<file path="src/rtl/core/tli_pkg.sv">
`default_nettype none
package tli_pkg;

  // Status codes of a result.
  localparam logic [1:0] ST_OK = 2'd0;
  localparam logic [1:0] ST_FEW = 2'd1;
  localparam logic [1:0] ST_ZERO_DX = 2'd2;
  localparam logic [1:0] ST_SAT = 2'd3;

  localparam int IDX_OUT_W = 8;

  // Fraction bits of every value; the scale cancels in product and quotient.
  localparam int FRAC_BITS = 16;

  // Controller states.
  typedef enum logic [3:0] {
    S_IDLE,
    S_SCAN,
    S_SCAN_WAIT,
    S_SEG,
    S_RD_LO,
    S_RD_HI,
    S_RD_IDX,
    S_MUL,
    S_DIV,
    S_FIN,
    S_OUT
  } tli_state_t;

  // Commands from controller to datapath.
  typedef struct packed {
    logic load;
    logic capture;
    logic scan_start;
    logic scan_step;
    logic seg_pick;
    logic rd_lo;
    logic rd_hi;
    logic rd_idx;
    logic mul_step;
    logic div_start;
    logic div_step;
    logic finish;
  } tli_cmd_t;

  // Status from datapath to controller.
  typedef struct packed {
    logic scan_done;
    logic mul_done;
    logic div_done;
  } tli_stat_t;

endpackage
`default_nettype wire

</file>
<file path="src/rtl/core/tli_ctrl.sv">
`default_nettype none
module tli_ctrl (
  input  wire logic              clk,
  input  wire logic              rst_n,
  input  wire logic              in_valid,
  input  wire logic              in_mode,
  output logic                   in_ready,
  output logic                   out_valid,
  input  wire logic              out_ready,
  input  wire logic              few,
  input  wire logic              zero_dx,
  input  wire tli_pkg::tli_stat_t stat,
  output tli_pkg::tli_cmd_t      cmd
);
  import tli_pkg::*;

  tli_state_t state_r, state_nxt;

  // State register.
  always_ff @(posedge clk) begin
    if (!rst_n) begin
      state_r <= S_IDLE;
    end else begin
      state_r <= state_nxt;
    end
  end

  // Next state and commands.
  always_comb begin
    state_nxt = state_r;
    cmd = '0;
    in_ready = 1'b0;
    out_valid = 1'b0;
    case (state_r)
      S_IDLE: begin
        in_ready = 1'b1;
        if (in_valid) begin
          if (in_mode) begin
            cmd.capture = 1'b1;
            cmd.scan_start = 1'b1;
            state_nxt = S_SCAN;
          end else begin
            cmd.load = 1'b1;
          end
        end
      end
      S_SCAN: begin
        cmd.scan_step = 1'b1;
        if (stat.scan_done) begin
          state_nxt = S_SCAN_WAIT;
        end
      end
      S_SCAN_WAIT: begin
        cmd.scan_step = 1'b1;
        state_nxt = few ? S_OUT : S_SEG;
      end
      S_SEG: begin
        cmd.seg_pick = 1'b1;
        state_nxt = S_RD_LO;
      end
      S_RD_LO: begin
        cmd.rd_lo = 1'b1;
        state_nxt = S_RD_HI;
      end
      S_RD_HI: begin
        cmd.rd_hi = 1'b1;
        state_nxt = S_RD_IDX;
      end
      S_RD_IDX: begin
        cmd.rd_idx = 1'b1;
        state_nxt = S_MUL;
      end
      S_MUL: begin
        if (zero_dx) begin
          cmd.finish = 1'b1;
          state_nxt = S_OUT;
        end else begin
          cmd.mul_step = 1'b1;
          if (stat.mul_done) begin
            cmd.div_start = 1'b1;
            state_nxt = S_DIV;
          end
        end
      end
      S_DIV: begin
        cmd.div_step = 1'b1;
        if (stat.div_done) begin
          state_nxt = S_FIN;
        end
      end
      S_FIN: begin
        cmd.finish = 1'b1;
        state_nxt = S_OUT;
      end
      S_OUT: begin
        out_valid = 1'b1;
        if (out_ready) begin
          state_nxt = S_IDLE;
        end
      end
      default: begin
        state_nxt = S_IDLE;
      end
    endcase
  end
endmodule
`default_nettype wire

</file>
<file path="config.mk">
export PLATFORM = sky130hd
export DESIGN_NAME = tli_ctrl
export DESIGN_NICKNAME = d
export VERILOG_FILES = /design/src/rtl/core/tli_pkg.sv /design/src/rtl/core/tli_ctrl.sv
export SDC_FILE = /design/constraint.sdc
export NUM_CORES = 1
export LEC_CHECK = 0
export ABC_AREA = 1
export BUFFER_PORTS_ARGS = -buffer_cell sky130_fd_sc_hd__clkbuf_2
export CORE_AREA = 2 2 39 41
export CTS_CLUSTER_SIZE = 14
export DETAILED_ROUTE_END_ITERATION = 6
export DIE_AREA = 0 0 41 43
export PLACE_DENSITY = 0.77
export REMOVE_ABC_BUFFERS = 1
export SYNTH_ARGS = -nofsm -noshare
export SYNTH_HDL_FRONTEND = slang
export SYNTH_SLANG_ARGS = --single-unit
</file>
<file path="constraint.sdc">
create_clock -name clk -period 1.3 [get_ports clk]
set_clock_uncertainty 0.15 [all_clocks]
set_input_delay 0.065 -clock clk [delete_from_list [all_inputs] [get_ports clk]]
set_output_delay 0.065 -clock clk [all_outputs]
set_load 0.05 [all_outputs]
</file>
After elaboration in Yosys (flattened, before gate mapping)
Index checks and enable logic that the tools add are counted.
Storage, ports and cells
  register bits: 4
  bits in latches: 0
  memory bits (writable): 0
  bits in read-only memories: 0
  input port bits: 10
  output and inout bits: 14
  word-level logic and storage cells: 46
  memories kept: 0
Operators by class
  $add $sub $neg: 0
  multipliers: 0
  div/mod/pow operators: 0
  magnitude comparators: 0
  eq/ne operators: 16
  shifts and indexed selects: 0
  multiplexer cells: 26
  bitwise operators: 0
  reduce and logical (&&, ||, !) cells: 3
Operator list (count)
  4-bit case mux with 11 select lines: 1
  4-bit 2-to-1 mux: 8
  4-bit by 3-bit == test with 1-bit output, second input constant: 4
  4-bit == test, second input constant: 3
  1-bit 2-to-1 mux: 11
  2-bit != test, second input constant: 5
  4-bit by 2-bit == test with 1-bit output, second input constant: 2
  2-bit 2-to-1 mux: 3
  3-bit 2-to-1 mux: 2
  6-bit AND reduction: 1
  4-bit by 1-bit == test with 1-bit output, second input constant: 1
  4-bit logical NOT: 1
  3-bit != test, second input constant: 1
  1-bit case mux with 2 select lines: 1
  2-bit OR reduction: 1

Logic depth before layout (Yosys ltp)
  depth after elaboration: 3
  gate-level depth with buffers: 9
  depth with buffers taken out: 9

Worst setup path before layout
Ideal clock, no wire load.
  kind: reg-to-output
  start: register state_r[1]
  end: output port cmd[10] (netlist bit)
  arrival time: 2.206 ns
  required time: 1.085 ns
  setup slack: -1.121 ns
  stages on the path, launching flop included: 5
  path buffers: 1
  path through: dfxtp_1 > nor2_1 > inv_1 > nor3_1 > buf_4
RTL lines
  start: declaration: line tli_ctrl.sv:17  | tli_state_t state_r, state_nxt;
  start signal: assignment: line tli_ctrl.sv:24  | state_r <= state_nxt;
  end: declaration: line tli_ctrl.sv:13  | output tli_pkg::tli_cmd_t cmd

==> metrics.yaml <==
num-fill-cells: 64
synth_top_area_share: 0.173
drt_wl_total_mm: 2.65
die_area_mm2: 0.00176
gp_congestion: 0.810
synth_top_family_by_area: "simple AND/OR/NAND/NOR gates"
r2r_slack_ns: -0.21
placed_cell_area_um2: 664
fin_crit_sh: 1.19
core_region_area_mm2: 0.00138
wl_per_cell_um: 18.0
numPortBuffers: 23
p_per_area_mw_per_mm2: 2110
cts-htree-levels: 1
muxShareOfSynthArea: 0
ir_worst_vdd_uv: 1950
num_vias: 796
crit_buf_inv: 2
fin_ws_ns: -0.245
worst_r2r_endpoint: "state_r[0]$_SDFFE_PN0P_"
synthCells: 83
dp_cells: 131
path_cells: "nor2_4 -> inv_4 -> nor2_4 -> nand2_2 -> nor2_4 -> buf_8"
fp-row-count: 14
track_usage: 0.269
crit_path_max_incr_delay_ns: 0.37
cts_sinks: 4
rsz0062_at_grt: "true"
largest_reg_flops: 4
hpwl_mm: 1.07
drt_iter0_drc: 13
endpoint_kind: "output port"
synth_compound_area_frac: 0.0732
cp.required_ns: 1.09
postRouteAntennaNets: 0
startpoint: "state_r[1]$_SDFFE_PN0P_"
synthAdderAreaFrac: 0
grt_pass1_wl_mm: 3.14
fmax_mhz: 647
multi_input_area_um2: 552
viasPerCell: 5.41
syn_area_um2: 462
r2r_start: "state_r[2]$_SDFFE_PN0P_"
status: "finished, violations left"
crit_family: "simple AND/OR/NAND/NOR gates"
syn_to_final_growth_pct: 164
finalInstanceArea_mm2: 0.00122
cts_buffer_depth: 2
slowest_stage: "dfxtp_4"
antenna_cells: 0
p_leak_nw: 0.611
reg_top3: "state_r (4)"
clk_latency_ns: 0.25
worstSetupEndpoint: "cmd[11]"
stdcell_count: 147
seqCellArea_um2: 95.1
cp_common_cell: "nor2_4"
rr_worst_depth: 8
synthXorXnorAreaFrac: 0
clock-root-buffer: "clkbuf_4"
pin_count: 24
yosysSeqAreaShare: 0.173
min_period_ns: 1.55
yosysTopAreaCell: "dfxtp_1"
crit_path_max_fanout: 5
die_w_um: 41
final_cell_mix: "buf_4, nor2_4, buf_8"
cts.clk_slew.worst_paths_ns: 0.04
grt_pass1_vias: 698
path_depth: 6
cp.arrival_ns: 1.33
layout.nets: 143
postSynthAreaPerCell_um2: 5.56
slew_headroom: 0.839
yosys.area_share.simple: 0.607
criticalPathCategory: "flop to output port"
violations: "negative setup slack"
p_total_mw: 2.58
worst_pin_slew_ns: 0.241
yosysWarnings: 0
ys_top_cells_by_area: "dfxtp_1, nand2_1, nor2_1, inv_1, nand3_1"
start_util: 0.334
synth-seq-cells: 4
firstDrtPassIters: 4
cp-start-kind: "flop"
final_common_cell: "buf_4"
largest_register: "state_r"
drv_cap: 0
hold_class: "input pin to flop"
overflow: 0
route.detailed.drc: 0
numCtsBuffers: 3
grt_max_degree: 6
antenna_found_initial: 0
die_y_um: 43
hold_viol: 0
slew_violations: 0
synthDistinctLibCells: 19
setup_viol: 17
cts_tree: "done"
layout-drive-gt1-share: 0.786
cells by family after synthesis:
group	Yosys count
AO/OA/AOI/OAI	6
buffers and inverters	17
AND/OR/NAND/NOR	56
flip-flops	4
per-layer routing:
| layer | track usage | routed length, um |
|---|---|---|
| met3 | 0.0366 | 111 |
| met5 | 0 | 0 |
| met1 | 0.296 | 951 |
| met4 | 0.120 | 105 |
| met2 | 0.472 | 1480 |
power by group:
group	internal [mW]	total (mW)	switching, mW	leakage [nW]
clock network	0.104	0.170	0.0655	0.0138
logic	0.884	2.14	1.25	0.561
registers	0.181	0.270	0.0894	0.0356
cells in the mapped netlist, drive strengths merged:
cell type and n:
nor2 21, nand2 20, inv 16, nand3 10, dfxtp 4, nor3 3, o21ai 3, a21oi 1
a31oi 1, buf 1, nand3b 1, nor3b 1, o21bai 1
tightest hold or removal path, delay by kind of cell:
kind                   cells  cell delay [ns]
buffers and inverters      1             0.08
and+or+nand+nor            2             0.17
AOI/OAI and AO/OA          1             0.10
how the worst min path moves through the flow:
| stage | start | endpoint | slack [ns] | cells past startpoint |
|---|---|---|---|---|
| after floorplan | rst_n | state_r[0]$_SDFFE_PN0P_ | 0.04 | 2 |
| after global placement | rst_n | state_r[0]$_SDFFE_PN0P_ | 0.16 | 3 |
| after detailed placement | rst_n | state_r[0]$_SDFFE_PN0P_ | 0.17 | 3 |
| after CTS | stat[1] | state_r[2]$_SDFFE_PN0P_ | 0.03 | 4 |
| after global routing | stat[1] | state_r[2]$_SDFFE_PN0P_ | 0.09 | 4 |
| final | stat[1] | state_r[2]$_SDFFE_PN0P_ | 0.07 | 4 |
what timing repair did:
action                                  CTS  global route
setup buffers                             7             5
endpoints found under the setup margin   17            17
pin swaps                                 8            13
hold endpoints to repair                  4             0
hold buffers                              1             0
gates resized for setup                  59            62
per-stage QoR:
step                      setup WS, ns  TNS [ns]  utilization  hold slack [ns]
after detailed placement        -0.115    -0.743        0.480            0.166
after global placement          -0.107    -0.654        0.480            0.160
final                           -0.245     -2.53        0.882           0.0709
after floorplan                  -1.68     -7.63            -           0.0354
after CTS                       -0.170     -1.72        0.707           0.0264
after global routing            -0.274     -3.08        0.882           0.0915
layout make-up:
| class | count | share of cell area |
|---|---|---|
| inverters | 16 | 0.0595 |
| well taps | 16 | 0.0164 |
| multi-input cells | 62 | 0.452 |
| flip-flops and latches | 4 | 0.0779 |
| repair buffers | 46 | 0.375 |
| clock buffers | 3 | 0.0185 |
Note: power is estimated with default switching activity, not from simulation.
